## config.mk

```make
export PLATFORM = sky130hd
export DESIGN_NAME = batch_mixer_sequencer_top
export DESIGN_NICKNAME = d
export VERILOG_FILES = /design/src/sv/bmix_pkg.sv /design/src/sv/batch_mixer_sequencer_top.sv
export SDC_FILE = /design/constraint.sdc
export NUM_CORES = 1
export LEC_CHECK = 0
export ABC_AREA = 1
export BUFFER_PORTS_ARGS = -buffer_cell sky130_fd_sc_hd__buf_4
export CORE_UTILIZATION = 50
export CTS_CLUSTER_DIAMETER = 150
export CTS_CLUSTER_SIZE = 8
export DETAILED_ROUTE_END_ITERATION = 6
export PLACE_DENSITY_LB_ADDON = 0.25
export SLEW_MARGIN = 20
export SYNTH_ARGS = -nofsm -noshare
export SYNTH_HDL_FRONTEND = slang
export SYNTH_SLANG_ARGS = --single-unit
```

## constraint.sdc

```tcl
create_clock -name i_clk -period 3.6 [get_ports i_clk]
set_input_delay 0.36 -clock i_clk [delete_from_list [all_inputs] [get_ports i_clk]]
set_output_delay 0.36 -clock i_clk [all_outputs]
set_load 0.005 [all_outputs]
```

## src/sv/bmix_pkg.sv

```systemverilog
// bmix_pkg: shared types and constants for the batch mixer sequencer
// payload structs, step codes, register indexes and reset durations; no dependencies
`default_nettype none

package bmix_pkg;

    localparam int unsigned DUR_W  = 16;
    localparam int unsigned STEP_W = 3;
    localparam int unsigned IDX_W  = 3;
    localparam int unsigned LVL_W  = 6;

    typedef logic [DUR_W-1:0]  t_dur;
    typedef logic [STEP_W-1:0] t_step;
    typedef logic [IDX_W-1:0]  t_cfg_idx;

    // step codes as shown on step_number
    localparam t_step STEP_STANDBY = 3'd0;
    localparam t_step STEP_PUMP_A  = 3'd1;
    localparam t_step STEP_PUMP_B  = 3'd2;
    localparam t_step STEP_WAIT1   = 3'd3;
    localparam t_step STEP_VALVE_C = 3'd4;
    localparam t_step STEP_MIX     = 3'd5;
    localparam t_step STEP_WAIT2   = 3'd6;
    localparam t_step STEP_DRAIN   = 3'd7;

    // configuration register indexes
    localparam t_cfg_idx CFG_PUMP_A  = 3'd0;
    localparam t_cfg_idx CFG_PUMP_B  = 3'd1;
    localparam t_cfg_idx CFG_WAIT    = 3'd2;
    localparam t_cfg_idx CFG_VALVE_C = 3'd3;
    localparam t_cfg_idx CFG_MIX     = 3'd4;

    localparam t_dur RST_PUMP_A  = 16'd3000;
    localparam t_dur RST_PUMP_B  = 16'd4000;
    localparam t_dur RST_WAIT    = 16'd2000;
    localparam t_dur RST_VALVE_C = 16'd5000;
    localparam t_dur RST_MIX     = 16'd10000;
    localparam t_dur DUR_MAX     = 16'hFFFF;

    // bit positions in the latched drive levels
    localparam int unsigned LVL_MOTOR   = 0;
    localparam int unsigned LVL_PUMP_A  = 1;
    localparam int unsigned LVL_PUMP_B  = 2;
    localparam int unsigned LVL_VALVE_C = 3;
    localparam int unsigned LVL_DRAIN   = 4;
    localparam int unsigned LVL_LAMP    = 5;

    typedef struct packed {
        logic start_press;
        logic halt_press;
        logic emergency_ok;
        logic pressure_reached;
        logic ms_tick;
    } t_in_item;

    typedef struct packed {
        logic  motor_on;
        logic  pump_a_on;
        logic  pump_b_on;
        logic  valve_c_open;
        logic  drain_open;
        logic  lamp_on;
        t_step step_number;
        logic  running;
    } t_out_item;

endpackage

`default_nettype wire

```

## src/sv/batch_mixer_sequencer_top.sv

```systemverilog
// batch_mixer_sequencer_top: run latch, step sequencer, ms counter and drive levels
// depends on bmix_pkg for payload structs, step codes and register indexes
//
// usage:
//   input channel (i_in_valid / o_in_stall / i_in_data) carries one sample of the
//   button, emergency, pressure and tick levels per beat. output channel
//   (o_out_valid / i_out_stall / o_out_data) returns one beat per input beat with
//   the six latched drive levels, the step after this sample and the run latch.
//   a sample's result is registered and shows in the cycle after it is accepted.
//   throughput is one beat per cycle unless stalled; the whole update is one
//   combinational pass from the state registers into state and result registers.
//   a finished result waits in the output register while the receiver stalls; a
//   new sample is taken whenever that register is empty or being taken in the
//   same cycle, so o_in_stall is high only while a result is held by i_out_stall.
//   reset (i_rst_n low, synchronous) clears the run latch, step, counter and drive
//   levels, loads the default durations and empties the output register.
//   duration registers are written through i_cfg_we / i_cfg_idx / i_cfg_data;
//   an unknown index is ignored.
`default_nettype none

module batch_mixer_sequencer_top (
    input  wire                         i_clk,
    input  wire                         i_rst_n,
    input  wire                         i_in_valid,
    output logic                        o_in_stall,
    input  bmix_pkg::t_in_item          i_in_data,
    output logic                        o_out_valid,
    input  wire                         i_out_stall,
    output bmix_pkg::t_out_item         o_out_data,
    input  wire                         i_cfg_we,
    input  bmix_pkg::t_cfg_idx          i_cfg_idx,
    input  bmix_pkg::t_dur              i_cfg_data
);
    import bmix_pkg::*;

    t_dur              r_pump_a_ms, r_pump_b_ms, r_wait_ms, r_valve_c_ms, r_mix_ms;
    logic              r_run;
    t_step             r_step;
    t_dur              r_cnt;
    logic [LVL_W-1:0]  r_levels;
    logic              r_out_valid;
    t_out_item         r_out_data;

    logic              n_run;
    t_step             n_step;
    t_dur              n_cnt;
    logic [LVL_W-1:0]  n_levels;

    logic              in_accept;
    t_dur              cnt_tick;
    t_dur              dur;
    logic              hit;

    assign o_in_stall = r_out_valid && i_out_stall;
    assign in_accept  = i_in_valid && !o_in_stall;

    // count is taken before the step logic may clear it
    assign cnt_tick = (i_in_data.ms_tick && r_cnt != DUR_MAX) ? r_cnt + 16'd1 : r_cnt;

    always_comb begin
        case (r_step)
            STEP_PUMP_A:  dur = r_pump_a_ms;
            STEP_PUMP_B:  dur = r_pump_b_ms;
            STEP_VALVE_C: dur = r_valve_c_ms;
            STEP_MIX:     dur = r_mix_ms;
            default:      dur = r_wait_ms;
        endcase
    end

    assign hit = cnt_tick >= dur;

    always_comb begin
        n_levels = r_levels;
        n_step   = r_step;
        n_cnt    = cnt_tick;
        if (i_in_data.start_press && !i_in_data.halt_press) begin
            n_run = 1'b1;
        end else if (i_in_data.halt_press) begin
            n_run = 1'b0;
        end else begin
            n_run = r_run;
        end

        if (n_run) begin
            if (i_in_data.emergency_ok) begin
                case (r_step)
                    STEP_STANDBY: begin
                        n_cnt  = '0;
                        n_step = STEP_PUMP_A;
                    end
                    STEP_PUMP_A:  n_levels[LVL_PUMP_A]  = !hit;
                    STEP_PUMP_B:  n_levels[LVL_PUMP_B]  = !hit;
                    STEP_VALVE_C: n_levels[LVL_VALVE_C] = !hit;
                    STEP_MIX:     n_levels[LVL_MOTOR]   = !hit;
                    STEP_DRAIN: begin
                        n_levels[LVL_DRAIN] = !i_in_data.pressure_reached;
                        if (i_in_data.pressure_reached) begin
                            n_step = STEP_STANDBY;
                        end
                    end
                    default: ;
                endcase
                // timed and waiting steps advance on timeout
                if (r_step != STEP_STANDBY && r_step != STEP_DRAIN && hit) begin
                    n_step = r_step + 3'd1;
                    n_cnt  = '0;
                end
            end else begin
                n_levels = '0;
                n_step   = STEP_STANDBY;
                n_run    = 1'b0;
            end
        end else if (i_in_data.emergency_ok) begin
            n_levels[LVL_LAMP] = 1'b1;
        end
    end

    always_ff @(posedge i_clk) begin
        if (!i_rst_n) begin
            r_pump_a_ms  <= RST_PUMP_A;
            r_pump_b_ms  <= RST_PUMP_B;
            r_wait_ms    <= RST_WAIT;
            r_valve_c_ms <= RST_VALVE_C;
            r_mix_ms     <= RST_MIX;
        end else if (i_cfg_we) begin
            case (i_cfg_idx)
                CFG_PUMP_A:  r_pump_a_ms  <= i_cfg_data;
                CFG_PUMP_B:  r_pump_b_ms  <= i_cfg_data;
                CFG_WAIT:    r_wait_ms    <= i_cfg_data;
                CFG_VALVE_C: r_valve_c_ms <= i_cfg_data;
                CFG_MIX:     r_mix_ms     <= i_cfg_data;
                default: ;
            endcase
        end
    end

    always_ff @(posedge i_clk) begin
        if (!i_rst_n) begin
            r_run       <= 1'b0;
            r_step      <= STEP_STANDBY;
            r_cnt       <= '0;
            r_levels    <= '0;
            r_out_valid <= 1'b0;
        end else begin
            if (in_accept) begin
                r_run       <= n_run;
                r_step      <= n_step;
                r_cnt       <= n_cnt;
                r_levels    <= n_levels;
                r_out_valid <= 1'b1;
            end else if (!i_out_stall) begin
                r_out_valid <= 1'b0;
            end
        end
    end

    always_ff @(posedge i_clk) begin
        if (in_accept) begin
            r_out_data.motor_on     <= n_levels[LVL_MOTOR];
            r_out_data.pump_a_on    <= n_levels[LVL_PUMP_A];
            r_out_data.pump_b_on    <= n_levels[LVL_PUMP_B];
            r_out_data.valve_c_open <= n_levels[LVL_VALVE_C];
            r_out_data.drain_open   <= n_levels[LVL_DRAIN];
            r_out_data.lamp_on      <= n_levels[LVL_LAMP];
            r_out_data.step_number  <= n_step;
            r_out_data.running      <= n_run;
        end
    end

    assign o_out_valid = r_out_valid;
    assign o_out_data  = r_out_data;

endmodule

`default_nettype wire

```

Word level (Yosys, flattened, before mapping)
Cells that the tools add are included.
{"block": "totals", "regBits": 117, "input_bits": 29, "output_inout_bits": 12, "wordCells": 78}
{"block": "op_classes", "addsub": 2, "order_cmp": 1, "n_eq_ne": 12, "muxes": 27, "reduce_logical": 18}
{"operator": "two-way mux 16 bit", "count": 5}
{"operator": "case mux 16 bit (4 select lines)", "count": 1}
{"operator": "adder 16 x 1 -> 16 bit, second input constant", "count": 1}
{"operator": "greater-or-equal comparator 16 bit", "count": 1}
{"operator": "!= test 16 bit, second input constant", "count": 1}
{"operator": "two-way mux 1 bit", "count": 14}
{"operator": "equality test 3 bit, second input constant", "count": 4}
{"operator": "two-way mux 3 bit", "count": 4}
{"operator": "two-way mux 5 bit", "count": 2}
{"operator": "AND reduction 2 bit", "count": 5}
{"operator": "equality test 3 x 2 -> 1 bit, second input constant", "count": 3}
{"operator": "equality test 3 x 1 -> 1 bit, second input constant", "count": 2}
{"operator": "logical AND 1 bit", "count": 6}
{"operator": "zero test 3 bit", "count": 2}
{"operator": "case mux 3 bit (2 select lines)", "count": 1}
{"operator": "zero test 1 bit", "count": 4}
{"operator": "adder 3 x 1 -> 3 bit, second input constant", "count": 1}
{"operator": "!= test 3 bit, second input constant", "count": 1}
{"operator": "nonzero test 3 bit", "count": 1}
{"operator": "!= test 2 x 1 -> 1 bit, second input constant", "count": 1}

Logic depth before layout (Yosys ltp)
Gate-level depths: netlist (run 1).
{"block": "depth", "word_depth": 8, "mapped_depth": 24, "depth_no_buf": 24}

Worst setup path after synthesis (run 1)
Ideal clock, no wire load.
{"block": "synth_timing", "kind": "flip-flop to flip-flop", "from": "register r_step[1]", "to": "register r_cnt[15]", "setup_ps": 71, "t_arrival_ps": 2912, "required_time_ps": 3529, "setup_slack_ps": 617, "path_stages_with_launch": 20, "path_buffers": 2, "period_less_slack_ps": 2983, "cell_sequence": "dfxtp_1 inv_1 ha_1 inv_1 nor2_1 clkbuf_1 nand2_1 o2111ai_1 mux2i_1 ha_1 a21oi_1 o21ai_0 a21oi_1 nand2_1 nand2_1 nand2_1 nand2_2 buf_4 nand3_1 a21oi_1"}
{"block": "synth_via", "elab_chain_len": 7, "elab_cells_between_ends": 15, "cone_classes": "order compare: 1; eq/ne: 5; mux: 5; reduce/logical: 4"}
{"element": "start: declaration", "line_no": "batch_mixer_sequencer_top.sv:38", "rtl": "t_step r_step;"}
{"element": "start signal: assignment", "line_no": "batch_mixer_sequencer_top.sv:147", "rtl": "r_step <= n_step;"}
{"element": "equality test 3 bit, or another cell as far along", "line_no": "batch_mixer_sequencer_top.sv:61", "rtl": "case (r_step)"}
{"element": "case mux 16 bit (4 select lines)", "line_no": "batch_mixer_sequencer_top.sv:61"}
{"element": "greater-or-equal comparator 16 bit", "line_no": "batch_mixer_sequencer_top.sv:70", "rtl": "assign hit = cnt_tick >= dur;"}
{"element": "logical AND 1 bit", "line_no": "batch_mixer_sequencer_top.sv:104", "rtl": "if (r_step != STEP_STANDBY && r_step != STEP_DRAIN && hit) begin"}
{"element": "two-way mux 16 bit *", "line_no": "batch_mixer_sequencer_top.sv:104"}
{"element": "two-way mux 16 bit *", "line_no": "batch_mixer_sequencer_top.sv:85", "rtl": "if (i_in_data.emergency_ok) begin"}
{"element": "two-way mux 16 bit *", "line_no": "batch_mixer_sequencer_top.sv:84", "rtl": "if (n_run) begin"}
{"element": "end signal: assignment", "line_no": "batch_mixer_sequencer_top.sv:148", "rtl": "r_cnt <= n_cnt;"}
{"element": "end: declaration", "line_no": "batch_mixer_sequencer_top.sv:39", "rtl": "t_dur r_cnt;"}
Every way passes the cells marked *; elsewhere a longest branch is shown, timed or not.
A chain may end at the register's enable or synchronous reset.

Final worst setup path (run 1)
{"block": "layout_timing", "from": "register r_step[0]", "to": "register r_cnt[7]"}
Same word-level chain as after synthesis.

==> reports/qor.yml, run 1 <==
status: "finished clean"
syn_avg_cell_area_sq_um: 7.12
grt_pass1_wl_microns: 24000
dr_wl_met3_microns: 1030
num-nets-final: 911
wirelength_microns: 15100
max_cap_viol_count: 0
maxSlewHeadroom_pct: 49.8
post_cts_buffers: 0
drt_first_iter_violations: 448
critPathMostFrequentCell: "nand2_1"
clkTransAtPathRegs_ns: 0.05
place.gp.congestion: 0.915
cp-end-kind: "flop"
rsz0062_at_grt: "no"
rows: 39
synth_warnings: 0
antenna_found_initial: 0
cts_resized: 0
syn_inst: 821
finalSetupViolCount: 0
drcViolationCount: 0
cts_buffer_depth: 2
syn_area_sq_um: 5850
crit_path_max_incr_delay_ns: 0.40
portBuffers: 40
crit_chain: "inv_1 -> ha_1 -> nand2_1 -> clkinv_1 -> a221oi_1 -> nand3_1 -> o21ai_0 -> ha_1 -> a21oi_1 -> o21ai_0 -> a21oi_1 -> nand2_1 -> nand2_1 -> nand2_1 -> nand2_4 -> nand3_1 -> a21oi_1"
syn_nets: 872
hold_path_class: "in -> reg"
critPathMaxFanout: 16
pin_count: 41
die_h_microns: 110
drive_above_1_share_pct: 10.8
diodes: 0
wire_per_inst_microns: 14.9
area_delta_synth_final_pct: 16.9
final_area_sq_um: 6840
fmax_mhz: 311
ys_seq_area_share_pct: 41.8
ant_nets: 0
cts_tree: "yes"
grt_max_degree: 83
arrival_ns: 3.54
met2_length_microns: 7090
ys_ff_latch: 117
worst-path-buf-inv: 2
fillCellCount: 1045
hold_viol: 0
period_minus_slack_ns: 3.21
overflow: 0
root_buffer: "clkbuf_16"
start_kind: "flop"
grtUsageTotal_pct: 26.2
fin_setup_tns_ns: 0
postCtsHoldBufs: 0
grt_pass1_vias: 5047
cp_num_cells: 17
synthDistinctLibCells: 35
initial_utilization_pct: 51.2
die_w_microns: 110
leakagePower_nw: 3.05
highest_layer: "met4"
power_density_nw_per_um2: 491
place_area_sq_um: 6310
crit_type: "reg -> reg"
viasPerCell: 5.51
whs_path_depth: 3
r2r_cells: 17
ir_worst_vdd_uv: 359
crit_slowest_cell: "dfxtp_1"
crit_family: "compound AO/OA/AOI/OAI gates"
drv_slew: 0
drt-met1-wl_microns: 6680
dp_hpwl_microns: 10200
worst_slew_pin_slew_ns: 0.753
cts_sinks: 117
fin_skew_ns: 0.0102
crit_required_ns: 3.93
period_share_pct: 89.2
htree_levels: 4
insertion_delay_ns: 0.41
dr.pass1.iters: 5
num_vias: 5583
core_area_sq_um: 11400
die-area_sq_um: 12100
cts-buffers-inserted: 17
per-layer routing:
layer / GRT usage, % / up-vias
li1: - / 2761
met1: 33.8 / 2594
met2: 43.4 / 202
met3: 4.82 / 26
met4: 9.96 / 0
met5: 0 / -
through the flow:
stage	instances	setup WS (ns)	hold WS [ns]	util [%]	power [mW]
CTS	1013	0.336	0.172	59.8	3.37
global placement	984	0.452	0.438	55.2	1.86
global route	1013	0.0379	0.192	59.9	3.49
detailed placement	984	0.362	0.442	55.2	1.87
finish	1013	0.387	0.183	59.9	3.35
floorplan	821	0.617	0.424	-	1.71
where the power goes:
part	total (mW)	switching [mW]	internal, mW
clock network	1.50	0.535	0.966
registers	1.41	0.0343	1.37
logic	0.445	0.276	0.169
sequential cells by signal, indices dropped and copies added (netlist names):
register,flops
r_step,3
r_valve_c_ms,16
r_run,1
r_mix_ms,16
r_pump_a_ms,16
o_out_data,10
r_cnt,16
o_out_valid,1
r_levels,6
r_wait_ms,16
r_pump_b_ms,16
synth_stat cells, drive strengths merged:
cell type    n  area share [%]
a21oi       43             3.8
a221oi       4            0.60
a22o         1            0.15
buf          6            0.64
clkbuf      29             1.9
clkinv       6            0.39
dfxtp      107              37
edfxtp      10             5.1
ha          22             4.7
inv         64             4.2
mux2i       11             1.9
nand2      210              14
nand3       75             6.8
nand4        7            0.75
nor2       118             7.6
nor3         9             1.1
o2111ai      7             1.0
o211ai       6            0.77
o21a         1            0.13
o21ai       70             6.0
o22ai        1            0.11
or2          1            0.11
xnor2        3            0.45
xor2        10             1.5
worst paths after layout:
path                                                start                     endpoint  slack (ns)
worst min register to register  r_wait_ms[8]$_SDFFE_PN1P_    r_wait_ms[8]$_SDFFE_PN1P_        0.45
worst max-delay path               r_step[0]$_SDFFE_PN0P_        r_cnt[7]$_SDFFE_PN0P_        0.39
worst max register to register     r_step[0]$_SDFFE_PN0P_        r_cnt[7]$_SDFFE_PN0P_        0.39
worst min-delay path                        i_cfg_data[8]  r_pump_a_ms[8]$_SDFFE_PN1P_        0.18
layout by cell type, fill, tap and decap left out, types with 2 or more instances in the layout:
master and instances:
nand4_1 7, clkbuf_1 5, a21oi_2 2, nand3_2 4
clkbuf_8 2, o211ai_1 6, nor3_2 2, edfxtp_1 10
ha_1 22, clkbuf_16 17, nand3_1 71, o2111ai_1 7
clkinv_2 3, mux2i_1 11, nand2_1 207, xnor2_1 3
nor2_1 117, dfxtp_1 107, o21ai_1 7, nand2_4 2
o21ai_0 63, a221oi_1 4, inv_1 63, buf_4 54
xor2_1 10, clkinv_1 6, nor3_1 6, a21oi_1 41
worst min-delay path, stage by stage:
cell     delay [ns]
buf_4          0.10
nand2_1        0.05
nand3_1        0.05
logic make-up (layout without fill, tap and decap cells):
group	count (synthesis)	in the layout	synth area share, %
buf+inv	105	154	7.04
mux	11	11	1.88
simple gates	420	420	30.0
flops	117	117	41.8
fa+ha+maj	22	22	4.71
compound gates	133	133	12.6
xor+xnor	13	13	1.95
area by class of cell:
cell class / count / area [sq um] / share of cell area (%)
Clock buffer: 24 / 472 / 6.90
Sequential cell: 117 / 2440 / 35.7
Timing Repair Buffer: 55 / 425 / 6.22
Clock inverter: 5 / 52.6 / 0.769
Tap cell: 143 / 179 / 2.62
Inverter: 70 / 265 / 3.88
Multi-Input combinational cell: 599 / 3000 / 43.9
Note: power is estimated with default switching activity, not from simulation.
==> run 2: changes to the inputs <==
Settings changed: CELL_PAD_IN_SITES_DETAIL_PLACEMENT from default to 1, CELL_PAD_IN_SITES_GLOBAL_PLACEMENT from default to 1, CORE_UTILIZATION 50 to 44.
==> run 2 against run 1 <==
  * Non-clock buffer count up 4
  * Critical path depth up 2
  * Global-route usage up 3.0 points
  * Utilization down 5.1 points
  * Clock power up 11%
  * First-iteration DRC count down 26%
  * Register-to-register slack worse by 0.099 ns
  * Worst hold slack worse by 0.0021 ns
  * Sequential power about the same
  * Clock skew down 0.0013 ns
  * Die area up 13%
  * Critical endpoint is now r_step[0]$_SDFFE_PN0P_
==> reports/qor.yml, run 2 (synthesized netlist as in run 1, its figures left out) <==
place.gp.congestion: 0.869
rows: 41
crit_type: "reg -> reg"
period_minus_slack_ns: 3.31
worst_hold_slack_ns: 0.180
power_density_nw_per_um2: 509
start_kind: "flop"
fin_skew_ns: 0.00892
arrival_ns: 3.68
cts_buffer_depth: 2
overflow: 0
core_area_sq_um: 12800
drt_first_iter_violations: 331
diodes: 0
wire_per_inst_microns: 18.0
drcViolationCount: 0
hold_path_class: "in -> reg"
fin_setup_tns_ns: 0
maxSlewHeadroom_pct: 45.6
die-area_sq_um: 13700
critPathMaxFanout: 10
die_h_microns: 117
drive_above_1_share_pct: 12.5
ant_nets: 0
portBuffers: 40
wirelength_microns: 18900
ir_worst_vdd_uv: 334
regArea_sq_um: 2440
multi_input_area_sq_um: 3040
most-common-layout-cells: "nand2_1, nor2_1, dfxtp_1"
dp_hpwl_microns: 12500
cts_tree: "yes"
dr.pass1.iters: 4
drv_slew: 0
antenna_found_initial: 0
grt_pass1_vias: 5928
grt_pass1_wl_microns: 30000
cts_sinks: 117
cts-buffers-inserted: 17
num-nets-final: 916
r2r_cells: 19
leakagePower_nw: 3.11
postLayoutCoreUtil_pct: 54.7
postCtsHoldBufs: 0
grtUsageTotal_pct: 29.1
hold_viol: 0
die_w_microns: 117
status: "finished clean"
initial_utilization_pct: 45.8
grt_max_degree: 83
pin_count: 41
fmax_mhz: 302
num_vias: 5783
max_cap_viol_count: 0
cp-end-kind: "flop"
insertion_delay_ns: 0.43
root_buffer: "clkbuf_16"
finalSetupViolCount: 0
area_delta_synth_final_pct: 19.6
reg2reg_slack_ns: 0.29
htree_levels: 4
timing.final.ws_setup_ns: 0.288
clkTransAtPathRegs_ns: 0.05
dp_slack_ns: 0.155
final_common_cell: "nand2_1"
period_share_pct: 92.0
worst_slew_pin_slew_ns: 0.817
viasPerCell: 5.51
crit_required_ns: 3.97
fillCellCount: 1649
whs_path_depth: 3
run 2: stage by stage:
stage	instances	power, mW	cell area, sq um
global placement	1014	1.86	6340
global route	1050	3.69	6990
detailed placement	1014	1.89	6340
floorplan	821	1.71	5850
CTS	1046	3.56	6920
finish	1050	3.56	6990
run 2: layout make-up:
class                   instances  share of cell area, %
repair buffers                 59                   6.34
inverters                      70                   3.85
clock buffers                  24                   6.91
multi-input cells             600                   43.5
well taps                     172                   3.08
flip-flops and latches        117                   34.9
clock inverters                 8                   1.40
run 2: where the power goes:
group          switching, mW  internal [mW]  leakage [nW]
logic                  0.306          0.169          1.86
clock network          0.601           1.07         0.275
registers             0.0387           1.37         0.973
total                  0.946           2.61          3.11
run 2: repair_timing:
action,in CTS,in global routing
buffers inserted,0,3
gates resized for setup,0,11
endpoints found under the setup margin,0,30
run 2: critical path: stages, from the launching register on:
cell	delay, ns
dfxtp_1	0.40
inv_1	0.10
ha_1	0.21
nand2_1	0.12
clkinvlp_4	0.25
a22o_1	0.28
a21oi_1	0.15
nand3_1	0.12
o21ai_0	0.16
ha_1	0.32
a21oi_1	0.14
o21ai_0	0.10
a21oi_1	0.14
nand2_1	0.11
buf_4	0.18
nand3_1	0.08
nand3_1	0.12
nand3_1	0.11
nand2_1	0.08
inv_1	0.06
run 2: final timing paths:
path | start | endpoint
max reg2reg | r_step[1]$_SDFFE_PN0P_ | r_step[0]$_SDFFE_PN0P_
min reg2reg | r_valve_c_ms[5]$_SDFFE_PN0P_ | r_valve_c_ms[5]$_SDFFE_PN0P_
max | r_step[1]$_SDFFE_PN0P_ | r_step[0]$_SDFFE_PN0P_
min | i_cfg_data[8] | r_pump_a_ms[8]$_SDFFE_PN1P_
run 2: per-layer routing:
metal / up-vias / share of wire, % / GRT usage, % / wire [microns]
met3: 31 / 3.6 / 5.25 / 685
met4: 0 / 1.7 / 12.3 / 312
met5: - / 0 / 0 / 0
met2: 117 / 52 / 51.1 / 9730
li1: 2782 / - / - / -
met1: 2853 / 43 / 35.0 / 8140
==> run 3: changes to the inputs <==
Settings changed: CORE_ASPECT_RATIO from default to 1.25.
==> run 3 against run 2 <==
  * Die area is essentially flat
  * Critical endpoint is now r_cnt[9]$_SDFFE_PN0P_
  * Flip-flop and latch count unchanged
  * Routed wire length fell by 1.3%
  * Utilization about the same
  * Power grew 6.0%
  * Largest power group unchanged
  * Non-clock buffer count down 3
  * Fmax rose by 1.5%
  * Global-route usage fell by 0.57 points
==> reports/qor.yml, run 3 (synthesized netlist as in run 1, its figures left out) <==
status: "finished clean"
arrival_ns: 3.61
crit_path_max_incr_delay_ns: 0.38
final_common_cell: "nand2_1"
grtUsageTotal_pct: 28.6
period_share_pct: 90.6
hold_path_class: "in -> reg"
place_area_sq_um: 6340
ant_nets: 0
wire_per_inst_microns: 17.9
rsz0062_at_grt: "no"
wirelength_microns: 18600
maxSlewHeadroom_pct: 48.9
postCtsHoldBufs: 0
cts_tree: "yes"
drt_first_iter_violations: 251
core_area_sq_um: 12800
grt_pass1_vias: 6122
drcViolationCount: 0
viasPerCell: 5.54
fmax_mhz: 307
highest_layer: "met4"
die-area_sq_um: 13800
die_h_microns: 131
htree_levels: 4
num_vias: 5778
die_w_microns: 105
crit_slowest_cell: "dfxtp_2"
worst_hold_slack_ns: 0.190
dp_slack_ns: 0.229
dr_wl_met3_microns: 760
fin_skew_ns: 0.00889
r2r_start: "r_step[0]$_SDFFE_PN0P_"
crit_chain: "inv_1 -> ha_1 -> nand2_1 -> buf_4 -> nor2_1 -> a221oi_1 -> nand3_1 -> o21ai_0 -> ha_1 -> a21oi_1 -> o21ai_0 -> a21oi_1 -> nand2_1 -> nand2_1 -> nand2_2 -> nand2_4 -> nand3_1 -> a21oi_1"
final_cells: 1043
crit_required_ns: 3.95
clkTransAtPathRegs_ns: 0.06
r2r_cells: 18
start_kind: "flop"
cts_buffer_depth: 2
crit_type: "reg -> reg"
hp-start: "i_cfg_data[11]"
worst_slew_pin_slew_ns: 0.767
cts_sinks: 117
cts-buffers-inserted: 17
power_density_nw_per_um2: 537
place.gp.congestion: 0.916
critPathMaxFanout: 11
dr.pass1.iters: 4
insertion_delay_ns: 0.42
max_cap_viol_count: 0
portBuffers: 40
cp-end-kind: "flop"
finalSetupViolCount: 0
final_area_sq_um: 7030
period_minus_slack_ns: 3.26
overflow: 0
min_to: "r_pump_a_ms[11]$_SDFFE_PN1P_"
hold_viol: 0
fin_setup_tns_ns: 0
dp.cells: 1010
reg2reg_slack_ns: 0.34
whs_path_depth: 3
initial_utilization_pct: 45.5
drive_above_1_share_pct: 12.3
r2r-end: "r_cnt[9]$_SDFFE_PN0P_"
leakagePower_nw: 3.13
most-common-layout-cells: "nand2_1, nor2_1, dfxtp_1"
antenna_found_initial: 0
ir_worst_vdd_uv: 294
num-nets-final: 913
rows: 46
diodes: 0
dp_hpwl_microns: 12400
drt-met1-wl_microns: 7640
met2_length_microns: 9730
drv_slew: 0
timing.final.ws_setup_ns: 0.338
grt_pass1_wl_microns: 30400
grt_max_degree: 83
root_buffer: "clkbuf_16"
area_delta_synth_final_pct: 20.2
pin_count: 41
[run 3: cell count changes in the layout (fill, tap and decap cells not counted), sizes merged]
cell      change
clkbuf        -7
inv           +4
buf           -3
bufinv        +3
clkinv        +3
clkinvlp      -3
[run 3: report_power, final]
part           switching, mW  total [mW]  internal (mW)
clock network          0.654        1.89           1.23
registers             0.0365        1.41           1.37
logic                  0.304       0.476          0.173
total                  0.994        3.77           2.78
[run 3: area by class of cell]
class,instances,area (sq um)
fill,1634,5810
multi-input combinational,600,3020
sequential,117,2440
timing repair buffer,56,433
clock buffer,17,425
inverter,70,265
clock inverter,15,226
tap,168,210
[run 3: critical path: cells and delay by family (launching register included)]
family / cells / cell delay (ns)
adders and majority gates: 2 / 0.54
and+or+nand+nor: 8 / 0.94
buffers and inverters: 2 / 0.36
AOI/OAI and AO/OA: 6 / 0.96
DFF: 1 / 0.38
[run 3: stage by stage]
| stage | total power [mW] | util [%] |
|---|---|---|
| 3_5_place_dp | 1.89 | 49.4 |
| 5_1_grt | 3.91 | 54.7 |
| 3_3_place_gp | 1.87 | 49.4 |
| 2_1_floorplan | 1.71 | - |
| 6_report | 3.77 | 54.7 |
| 4_1_cts | 3.78 | 54.5 |
[run 3: per-layer routing]
| layer | up-vias | track usage, % |
|---|---|---|
| li1 | 2775 | - |
| met4 | 0 | 13.7 |
| met3 | 46 | 6.30 |
| met1 | 2802 | 31.7 |
| met2 | 155 | 52.3 |
| met5 | - | 0 |
[run 3: timing repair]
item | in CTS | in global routing
gates resized for setup | 0 | 6
buffers inserted | 0 | 0
endpoints found under the setup margin | 0 | 16
[run 3: how the worst max path moves through the flow]
stage	startpoint	endpoint	slack, ns	cells past startpoint
2_1_floorplan	r_step[1]$_SDFFE_PN0P_	r_cnt[15]$_SDFFE_PN0P_	0.62	19
3_3_place_gp	r_step[0]$_SDFFE_PN0P_	r_cnt[15]$_SDFFE_PN0P_	0.44	19
3_5_place_dp	r_step[0]$_SDFFE_PN0P_	r_cnt[0]$_SDFFE_PN0P_	0.23	19
4_1_cts	r_step[0]$_SDFFE_PN0P_	r_cnt[0]$_SDFFE_PN0P_	0.08	19
5_1_grt	r_step[0]$_SDFFE_PN0P_	r_cnt[12]$_SDFFE_PN0P_	0.04	18
6_report	r_step[0]$_SDFFE_PN0P_	r_cnt[9]$_SDFFE_PN0P_	0.34	18
